$ cat src/design/scr_pkg.sv
`default_nettype none
package scr_pkg;

  // segment sample limit and derived widths
  localparam int MAX_SEG = 62;
  localparam int NW = $clog2(MAX_SEG + 1);
  localparam int DIV_BITS = 21;
  localparam int DCW = $clog2(DIV_BITS + 1);
  localparam int ACC_W = 44;
  localparam logic signed [16:0] FIRST_STEP = 17'sd480;

  // datapath operations
  typedef enum logic [3:0] {
    OP_NOP,
    OP_CLEAR,
    OP_LOAD,
    OP_SQ,
    OP_DROP,
    OP_CNT_START,
    OP_CNT_STEP,
    OP_SETUP1,
    OP_SETUP2,
    OP_H1,
    OP_H2,
    OP_H3,
    OP_DIV_INIT,
    OP_DIV_STEP,
    OP_EMIT_HIST,
    OP_EMIT_SPL
  } op_t;

  typedef struct packed {
    op_t        op;
    logic [1:0] idx;
    logic       last;
  } cmd_t;

  typedef struct packed {
    logic short_step;
    logic d2_zero;
    logic cnt_hit;
    logic n_one;
    logic div_done;
    logic last_sample;
    logic out_free;
  } stat_t;

  // clamp to 16 bit signed
  function automatic logic [15:0] sat16(input logic signed [21:0] v);
    logic [15:0] r;
    if (v > 22'sd32767) r = 16'h7fff;
    else if (v < -22'sd32768) r = 16'h8000;
    else r = v[15:0];
    return r;
  endfunction

endpackage
`default_nettype wire

$ cat src/design/scr_ctrl.sv
`default_nettype none
module scr_ctrl (
  input  wire            clk,
  input  wire            rst,
  input  wire            in_valid,
  input  wire            action,
  output logic           in_ready,
  input  scr_pkg::stat_t stat,
  output scr_pkg::cmd_t  cmd
);

  localparam logic [4:0] S_IDLE   = 5'd0;
  localparam logic [4:0] S_FIRST  = 5'd1;
  localparam logic [4:0] S_SQ2    = 5'd2;
  localparam logic [4:0] S_CHK2   = 5'd3;
  localparam logic [4:0] S_E2     = 5'd4;
  localparam logic [4:0] S_SQ3    = 5'd5;
  localparam logic [4:0] S_CHK3   = 5'd6;
  localparam logic [4:0] S_E3A    = 5'd7;
  localparam logic [4:0] S_E3B    = 5'd8;
  localparam logic [4:0] S_DROP2  = 5'd9;
  localparam logic [4:0] S_DROP1  = 5'd10;
  localparam logic [4:0] S_SQ4    = 5'd11;
  localparam logic [4:0] S_SQ4B   = 5'd12;
  localparam logic [4:0] S_ZCHK   = 5'd13;
  localparam logic [4:0] S_CNT    = 5'd14;
  localparam logic [4:0] S_EMIT1  = 5'd15;
  localparam logic [4:0] S_SETUP1 = 5'd16;
  localparam logic [4:0] S_SETUP2 = 5'd17;
  localparam logic [4:0] S_H1     = 5'd18;
  localparam logic [4:0] S_H2     = 5'd19;
  localparam logic [4:0] S_H3     = 5'd20;
  localparam logic [4:0] S_DIVI   = 5'd21;
  localparam logic [4:0] S_DIV    = 5'd22;
  localparam logic [4:0] S_EMITS  = 5'd23;
  localparam logic [4:0] S_AFTER  = 5'd24;

  logic [4:0] state, state_next;
  logic [1:0] hc, hc_next;
  logic short_b, short_b_next;

  always_ff @(posedge clk) begin
    if (rst) begin
      state <= S_IDLE;
      hc <= 2'd0;
      short_b <= 1'b0;
    end else begin
      state <= state_next;
      hc <= hc_next;
      short_b <= short_b_next;
    end
  end

  assign in_ready = (state == S_IDLE);

  // sequencing
  always_comb begin
    state_next = state;
    hc_next = hc;
    short_b_next = short_b;
    cmd.op = scr_pkg::OP_NOP;
    cmd.idx = 2'd0;
    cmd.last = 1'b0;
    unique case (state)
      S_IDLE: begin
        if (in_valid && action) begin
          cmd.op = scr_pkg::OP_CLEAR;
          hc_next = 2'd0;
        end else if (in_valid) begin
          cmd.op = scr_pkg::OP_LOAD;
          cmd.idx = hc;
          unique case (hc)
            2'd0: state_next = S_FIRST;
            2'd1: state_next = S_SQ2;
            2'd2: state_next = S_SQ3;
            default: state_next = S_SQ4;
          endcase
        end
      end
      S_FIRST: begin
        if (stat.out_free) begin
          cmd.op = scr_pkg::OP_EMIT_HIST;
          cmd.idx = 2'd0;
          cmd.last = 1'b1;
          hc_next = 2'd1;
          state_next = S_IDLE;
        end
      end
      S_SQ2: begin
        cmd.op = scr_pkg::OP_SQ;
        cmd.idx = 2'd1;
        state_next = S_CHK2;
      end
      S_CHK2: begin
        if (stat.short_step) begin
          state_next = S_E2;
        end else begin
          hc_next = 2'd2;
          state_next = S_IDLE;
        end
      end
      S_E2: begin
        if (stat.out_free) begin
          cmd.op = scr_pkg::OP_EMIT_HIST;
          cmd.idx = 2'd1;
          cmd.last = 1'b1;
          state_next = S_DROP1;
        end
      end
      S_SQ3: begin
        cmd.op = scr_pkg::OP_SQ;
        cmd.idx = 2'd2;
        state_next = S_CHK3;
      end
      S_CHK3: begin
        if (stat.short_step) begin
          state_next = S_E3A;
        end else begin
          hc_next = 2'd3;
          state_next = S_IDLE;
        end
      end
      S_E3A: begin
        if (stat.out_free) begin
          cmd.op = scr_pkg::OP_EMIT_HIST;
          cmd.idx = 2'd1;
          state_next = S_E3B;
        end
      end
      S_E3B: begin
        if (stat.out_free) begin
          cmd.op = scr_pkg::OP_EMIT_HIST;
          cmd.idx = 2'd2;
          cmd.last = 1'b1;
          state_next = S_DROP2;
        end
      end
      S_DROP2: begin
        cmd.op = scr_pkg::OP_DROP;
        state_next = S_DROP1;
      end
      S_DROP1: begin
        cmd.op = scr_pkg::OP_DROP;
        hc_next = 2'd1;
        state_next = S_IDLE;
      end
      // full window: check the newest step first so the last flag is known
      S_SQ4: begin
        cmd.op = scr_pkg::OP_SQ;
        cmd.idx = 2'd3;
        state_next = S_SQ4B;
      end
      S_SQ4B: begin
        short_b_next = stat.short_step;
        cmd.op = scr_pkg::OP_SQ;
        cmd.idx = 2'd2;
        state_next = S_ZCHK;
      end
      S_ZCHK: begin
        if (stat.d2_zero) begin
          state_next = S_AFTER;
        end else begin
          cmd.op = scr_pkg::OP_CNT_START;
          state_next = S_CNT;
        end
      end
      S_CNT: begin
        if (stat.cnt_hit) begin
          state_next = stat.n_one ? S_EMIT1 : S_SETUP1;
        end else begin
          cmd.op = scr_pkg::OP_CNT_STEP;
        end
      end
      S_EMIT1: begin
        if (stat.out_free) begin
          cmd.op = scr_pkg::OP_EMIT_HIST;
          cmd.idx = 2'd1;
          cmd.last = !short_b;
          state_next = S_AFTER;
        end
      end
      S_SETUP1: begin
        cmd.op = scr_pkg::OP_SETUP1;
        state_next = S_SETUP2;
      end
      S_SETUP2: begin
        cmd.op = scr_pkg::OP_SETUP2;
        state_next = S_H1;
      end
      S_H1: begin
        cmd.op = scr_pkg::OP_H1;
        state_next = S_H2;
      end
      S_H2: begin
        cmd.op = scr_pkg::OP_H2;
        state_next = S_H3;
      end
      S_H3: begin
        cmd.op = scr_pkg::OP_H3;
        state_next = S_DIVI;
      end
      S_DIVI: begin
        cmd.op = scr_pkg::OP_DIV_INIT;
        state_next = S_DIV;
      end
      S_DIV: begin
        if (stat.div_done) begin
          state_next = S_EMITS;
        end else begin
          cmd.op = scr_pkg::OP_DIV_STEP;
        end
      end
      S_EMITS: begin
        if (stat.out_free) begin
          cmd.op = scr_pkg::OP_EMIT_SPL;
          cmd.last = stat.last_sample && !short_b;
          state_next = stat.last_sample ? S_AFTER : S_H1;
        end
      end
      S_AFTER: begin
        cmd.op = scr_pkg::OP_DROP;
        hc_next = 2'd3;
        state_next = S_SQ3;
      end
      default: state_next = S_IDLE;
    endcase
  end

endmodule
`default_nettype wire

$ cat config.mk
export PLATFORM = sky130hd
export DESIGN_NAME = scr_ctrl
export DESIGN_NICKNAME = d
export VERILOG_FILES = /design/src/design/scr_pkg.sv /design/src/design/scr_ctrl.sv
export SDC_FILE = /design/constraint.sdc
export NUM_CORES = 1
export LEC_CHECK = 0
export BUFFER_PORTS_ARGS = -buffer_cell sky130_fd_sc_hd__clkbuf_2
export CAP_MARGIN = 20
export CORE_AREA = 2 2 65 67
export DETAILED_ROUTE_END_ITERATION = 10
export DIE_AREA = 0 0 67 69
export SETUP_SLACK_MARGIN = 0.4
export SKIP_LAST_GASP = 1
export SLEW_MARGIN = 20
export SYNTH_ARGS = -nofsm -noshare
export SYNTH_HDL_FRONTEND = slang
export SYNTH_SLANG_ARGS = --single-unit
$ cat constraint.sdc
create_clock -name clk -period 1.8 [get_ports clk]
set_input_delay 0.45 -clock clk [delete_from_list [all_inputs] [get_ports clk]]
set_output_delay 0.45 -clock clk [all_outputs]
set_load 0.03 [all_outputs]
==> out/results.ini, run 1 <==
[die]
die_x_um=67
start_util_pct=33.8
die_area_mm2=0.00462
io_pins=19
die_y_um=69
core_area_mm2=0.00391
num_rows=23

[route]
drtAntennaViolNets=0
post_drt_via_cell_ratio=5.97
wl_per_cell_um=18.8
drt-initial-drc-count=190
route.vias.total=1928
drc=0
wl_um=6060
drt-pass1-iter-count=4

[clock_tree]
clkLatencyLatePin_ps=230
root_buffer=clkbuf_8
cts_sinks=8
clkTransAtPathRegs_ps=40
htreeDepth=1
cts_tree=yes
cts_buffer_depth=2
numCtsBuffers=3

[critical_path]
regToRegEndpoint=state[2]
critPathLaunchType=flip-flop
crit_fanout=6
cpLargestDelayFamily=compound AO/OA/AOI/OAI gates
rr_worst_depth=8
worst_path_largest_cell_delay_ps=390
reg2reg_from=state[3]
timing_worst_setup_path_type=flip-flop to primary output
cp.arrival_ps=1670
path_buf_inv=2
cpMaxStageDelayCell=dfxtp_4
path_cells=buf_6, and2_4, o21ai_1, a211o_1, o21a_1, o211ai_1, buf_4
crit_required_ps=1350
end_kind=primary output
reg2reg_slack_ps=-130

[synth]
synthArstFlopShare_pct=0
ys_types=61
seq_area_frac_synth_pct=12.1
synth_area_leaders=dfxtp_1 (12%), a21oi_1 (7.6%), nand2_1 (5.7%), o21ai_0 (4.9%), buf_2 (3.4%)
synthFlopType=dfxtp_1
netlist_instances=191
yosysWarnings=0
synth_edf_count=0
synth_top_area_share_pct=12.1
syn-cell-area_mm2=0.00132
synth-seq-cells=8
postSynthAreaPerCell_um2=6.93
synth_nets=202
synth_top_area_cell=dfxtp_1

[sta]
max_freq_ghz=0.472
period_needed_ps=2120
finalSetupViolCount=13
hold_viol=0
slew_headroom_pct=73.4
setup_ws_ps=-320
rsz0062_at_grt=true
drv_slew=0
finClkSkew_ps=3.40
tightest_slew_ps=395
fin_crit_sh_pct=118

[status]
violations=setup timing
status=finished, violations left

[global_routing]
grt_max_degree=13
antenna_found_initial=0
grt.total_usage_pct=26.0
grt_pass1_wl_um=9270
first_global_vias=1891
overflow=0

[power]
switchingPower_mw=1.87
clkPwrFrac_pct=5.7
pwr-share-comb_pct=84.7
peakVddDrop_mv=0.868
power.density_mw_per_mm2=1640
power.leakage_nw=0.960
p_int_mw=2.10
seqPwrFrac_pct=9.6
sw_frac_of_total_pct=47.2

[place]
dp_hpwl_um=3990
place_area_mm2=0.00190
place_congestion=0.989
io_buffers=18

[final_layout]
final_util_pct=61.6
drive_gt1_share_pct=59.7
final_area_mm2=0.00241
antenna-diode-count=0
nets=286
nFillCells=329
area_growth_pct=82.2

[hold_path]
min_to=short_b
min_from=stat[6]
worstHoldPathType=input pin to flip-flop
hold_depth=3

[flow_run]
cap_violations=0

[timing repair]
item | in CTS | in global routing
buffers inserted | 12 | 7
endpoints found under the setup margin | 16 | 16
hold buffers | 0 | 0
pin swaps | 13 | 18
cloned | 0 | 0
gates resized for setup | 51 | 38
[power groups by stage]
stage                     registers [mW]  clock network [mW]  logic [mW]
after CTS                          0.367               0.229        2.94
after floorplan                    0.290                   0        1.68
after global routing               0.385               0.235        3.56
final                              0.383               0.226        3.36
after detailed placement           0.361                   0        2.40
after global placement             0.361                   0        2.40
[kinds of logic (layout without fill, tap and decap cells)]
family	after synthesis	after routing	synth area share, %
AOI/OAI and AO/OA	77	77	41.9
xor gates and xnor gates	2	2	1.89
buffers and inverters	24	106	9.64
DFF	8	8	12.1
muxes	3	3	2.36
and+or+nand+nor	77	77	32.1
[cell usage in the layout, fill, tap and decap left out, types with 3 or more instances in the layout]
cell      netlist  layout
a21oi_1        20      15
a21oi_2         1       5
a22oi_1         3       3
a31oi_1         3       3
and2_1          3       3
buf_4           5      63
buf_6           1      18
buf_8           0       3
clkbuf_2        0      10
clkbuf_8        0       5
dfxtp_1         8       3
dfxtp_4         0       5
inv_1           5       4
nand2_1        20      15
nand2_2         1       6
nand2b_1        5       5
nand3_1         7       4
nand3_2         0       3
nor2_1         11       5
nor2_2          0       3
nor2_4          1       4
nor2b_1         7       6
nor3_2          0       3
o211ai_1        6       6
o21ai_0        13       8
o21ai_2         0       3
o22ai_1         5       3
[stage by stage]
step                      hold WS [ps]  TNS [ps]  setup slack (ps)  power (mW)  std cells
final                              532     -2660              -320        3.97        323
after detailed placement           546     -1370              -182        2.76        301
after floorplan                    496      -325              -124        1.97        191
after global placement             527     -1560              -212        2.76        301
after CTS                          533     -2420              -330        3.54        316
after global routing               547     -3340              -380        4.18        323
[how the worst max path moves through the flow]
stage	startpoint	endpoint	slack, ps	cells after the start
5_1_grt	state[3]	cmd[4]	-380	6
3_3_place_gp	state[4]	state[2]	-210	7
3_5_place_dp	state[4]	state[2]	-180	7
4_1_cts	state[3]	cmd[4]	-330	6
6_report	state[2]	cmd[4]	-320	7
2_1_floorplan	state[2]	cmd[4]	-120	6
[Yosys cell counts (all sizes together) (2+ instances only)]
cell type and n:
o21ai 13, o22ai 6, nor3b 4, inv 5, a211oi 2, nand3 7
clkbuf 2, nor4 3, a32o 2, a21oi 21, nor2 12, mux2i 2
or2 2, nand2b 5, and2 5, a22oi 3, o21a 2, a311oi 2
nor3 4, buf 16, o211ai 6, o221ai 2, a31oi 3, a32oi 2
nand2 21, o32ai 4, nor2b 7, dfxtp 8, xor2 2
[tightest hold or removal path: cells and delay by family]
kind | cells | cell delay, ps
buf+inv | 1 | 110
mux | 1 | 70
simple gates | 1 | 90
[state kept, by name, summed over array words and instances, names as in the netlist]
| register | count |
|---|---|
| short_b | 1 |
| state | 5 |
| hc | 2 |
[metal layers]
layer / vias up / part of all wire (%) / GRT usage, %
li1: 896 / - / -
met1: 909 / 41 / 35.4
met2: 99 / 48 / 40.5
met3: 24 / 6.6 / 2.45
met4: 0 / 3.6 / 12.5
met5: - / 0 / 0
[area by class of cell]
cell class	count	area (um2)	share of cell area [%]
inverter	6	26.3	1.09
timing repair buffer	97	818	33.9
sequential	8	179	7.42
clock buffer	3	41.3	1.71
multi-input combinational	159	1280	53.3
tap	50	62.6	2.59
Note: power is estimated with default switching activity, not from simulation.
==> run 2, diff against run 1 <==
Settings changed: PLACE_DENSITY from default to 0.53, RECOVER_POWER from default to 50.
==> run 2 against run 1 <==
Sequential share of layout area shrank 0.29 points. Highest routed layer unchanged. Global-route usage up 1.1 points. Final cell count is 3.7% higher. Via count increased by 2.0%. The run still ends with setup timing left. Clock skew decreased by 1.4 ps. Routed wire length rose by 6.4%. Critical path depth unchanged.
==> out/results.ini, run 2 (same netlist as run 1, synthesis figures left out) <==
[status]
status=finished, violations left
violations=setup timing

[critical_path]
end_kind=primary output
crit_fanout=4  ; -2
crit_required_ps=1350  ; about the same
critPathLaunchType=flip-flop
cpMaxStageDelayCell=dfxtp_4
path_cells=buf_6, xor2_2, nand2_2, a211o_1, o21a_1, o211ai_1, buf_4
worst_path_largest_cell_delay_ps=370  ; -20 ps
cp.arrival_ps=1720  ; +50 ps
timing_worst_setup_path_type=flip-flop to primary output

[sta]
setup_ws_ps=-373  ; -53.1 ps
drv_slew=0  ; unchanged
period_needed_ps=2170  ; +53.2 ps
finalSetupViolCount=13  ; unchanged
hold_viol=0  ; unchanged
hold_slack_ps=501  ; -32.0 ps
rsz0062_at_grt=true
slew_headroom_pct=77.4  ; +4.0 points
tightest_slew_ps=337  ; -57.7 ps
finClkSkew_ps=1.95  ; -1.45 ps
fin_crit_sh_pct=121  ; +3.0 points
max_freq_ghz=0.460  ; -2.4%
finalSetupTns_ps=-3180  ; -524 ps

[clock_tree]
cts_sinks=8  ; unchanged
clkTransAtPathRegs_ps=40  ; about the same
numCtsBuffers=3  ; unchanged
root_buffer=clkbuf_8
clkLatencyLatePin_ps=230  ; about the same
cts_buffer_depth=2  ; unchanged
htreeDepth=1  ; unchanged
cts_tree=yes

[global_routing]
overflow=0  ; unchanged
first_global_vias=1842  ; -2.6%
grt_pass1_wl_um=9630  ; +3.8%
antenna_found_initial=0  ; unchanged
grt.total_usage_pct=27.1  ; +1.1 points
grt_max_degree=12  ; -1

[route]
drt-initial-drc-count=156  ; -18%
wl_per_cell_um=19.3  ; +2.6%
post_drt_via_cell_ratio=5.87  ; -1.7%
drtAntennaViolNets=0  ; unchanged
wl_um=6450  ; +6.4%
route.vias.total=1966  ; +2.0%
drc=0  ; unchanged
drt-pass1-iter-count=6  ; +2

[die]
num_rows=23  ; unchanged
io_pins=19  ; unchanged
die_y_um=69  ; unchanged
start_util_pct=33.8  ; unchanged
core_area_mm2=0.00391  ; unchanged
die_area_mm2=0.00462  ; unchanged
die_x_um=67  ; unchanged

[flow_run]
cap_violations=0  ; unchanged

[power]
power.density_mw_per_mm2=1660  ; +0.77%
power.leakage_nw=1.04  ; +8.5%
peakVddDrop_mv=1.29  ; +48%

[final_layout]
largest_register_ffs=5  ; unchanged
mostFrequentLayoutCells=buf_4 (70), buf_6 (23), a21oi_1 (17)
regMostFlops=state
area_growth_pct=89.7
nets=298  ; +4.2%
antenna-diode-count=0  ; unchanged
drive_gt1_share_pct=59.6  ; about the same
reg_top3=state x5, hc x2, short_b x1
layout_commonest_cell=buf_4

[place]
dp_hpwl_um=4150  ; +4.0%
place_congestion=0.964  ; -2.5%
io_buffers=18  ; unchanged
place_ws_ps=-222  ; -39.7 ps

[hold_path]
worstHoldPathType=input pin to flip-flop

-- run 2: changes by cell type in the layout (fill, tap and decap cells not counted), sizes merged --
cell      before  now
buf           85   98
clkbuf        15   14
clkinv         0    1
clkinvlp       1    0
-- run 2: where the power goes --
group	internal [mW]	switching [mW]	leakage, nW
Combinational	1.86	1.69	0.951
Sequential	0.248	0.135	0.0690
Clock	0.146	0.0807	0.0216
-- run 2: layout make-up --
class / instances / area, um2
fillers: 343 / 1400
multi-input cells: 159 / 1270
repair buffers: 109 / 940
flip-flops and latches: 8 / 179
well taps: 50 / 62.6
clock buffers: 3 / 41.3
inverters: 6 / 22.5
-- run 2: through the flow --
stage / power (mW) / area, um2 / cells / utilization [%]
after detailed placement: 2.90 / 1960 / 309 / 50.0
final: 4.16 / 2510 / 335 / 64.2
after global routing: 4.36 / 2510 / 335 / 64.2
after CTS: 3.62 / 2290 / 325 / 58.6
after floorplan: 1.97 / 1440 / 191 / -
after global placement: 2.90 / 1960 / 309 / 50.0
-- run 2: per-layer routing --
layer / global-route usage (%) / vias up / wire [um]
met1: 36.8 / 944 / 2690
li1: - / 917 / -
met4: 7.26 / 0 / 198
met5: 0 / - / 0
met2: 45.0 / 86 / 3160
met3: 2.61 / 19 / 398
-- run 2: worst paths after layout --
kind / start / end / slack (ps) / cells past startpoint
worst max-delay path: state[3] / cmd[4] / -370 / 7
worst min-delay path: stat[6] / short_b / 500 / 3
worst max register to register: state[1] / state[3] / -230 / 9
worst min register to register: hc[1] / hc[1] / 550 / 2
-- run 2: timing repair --
action | in CTS | in global routing
setup endpoints to repair | 16 | 16
buffers inserted | 13 | 10
pin swaps | 15 | 32
hold buffers | 0 | 0
resized for setup | 54 | 43
-- run 2: critical path: cells and delay by family, from the launching register on --
| kind | cells | cell delay [ps] |
|---|---|---|
| AO/OA/AOI/OAI | 3 | 560 |
| flip-flops | 1 | 370 |
| AND/OR/NAND/NOR | 1 | 90 |
| buffers and inverters | 2 | 320 |
| XOR/XNOR | 1 | 170 |
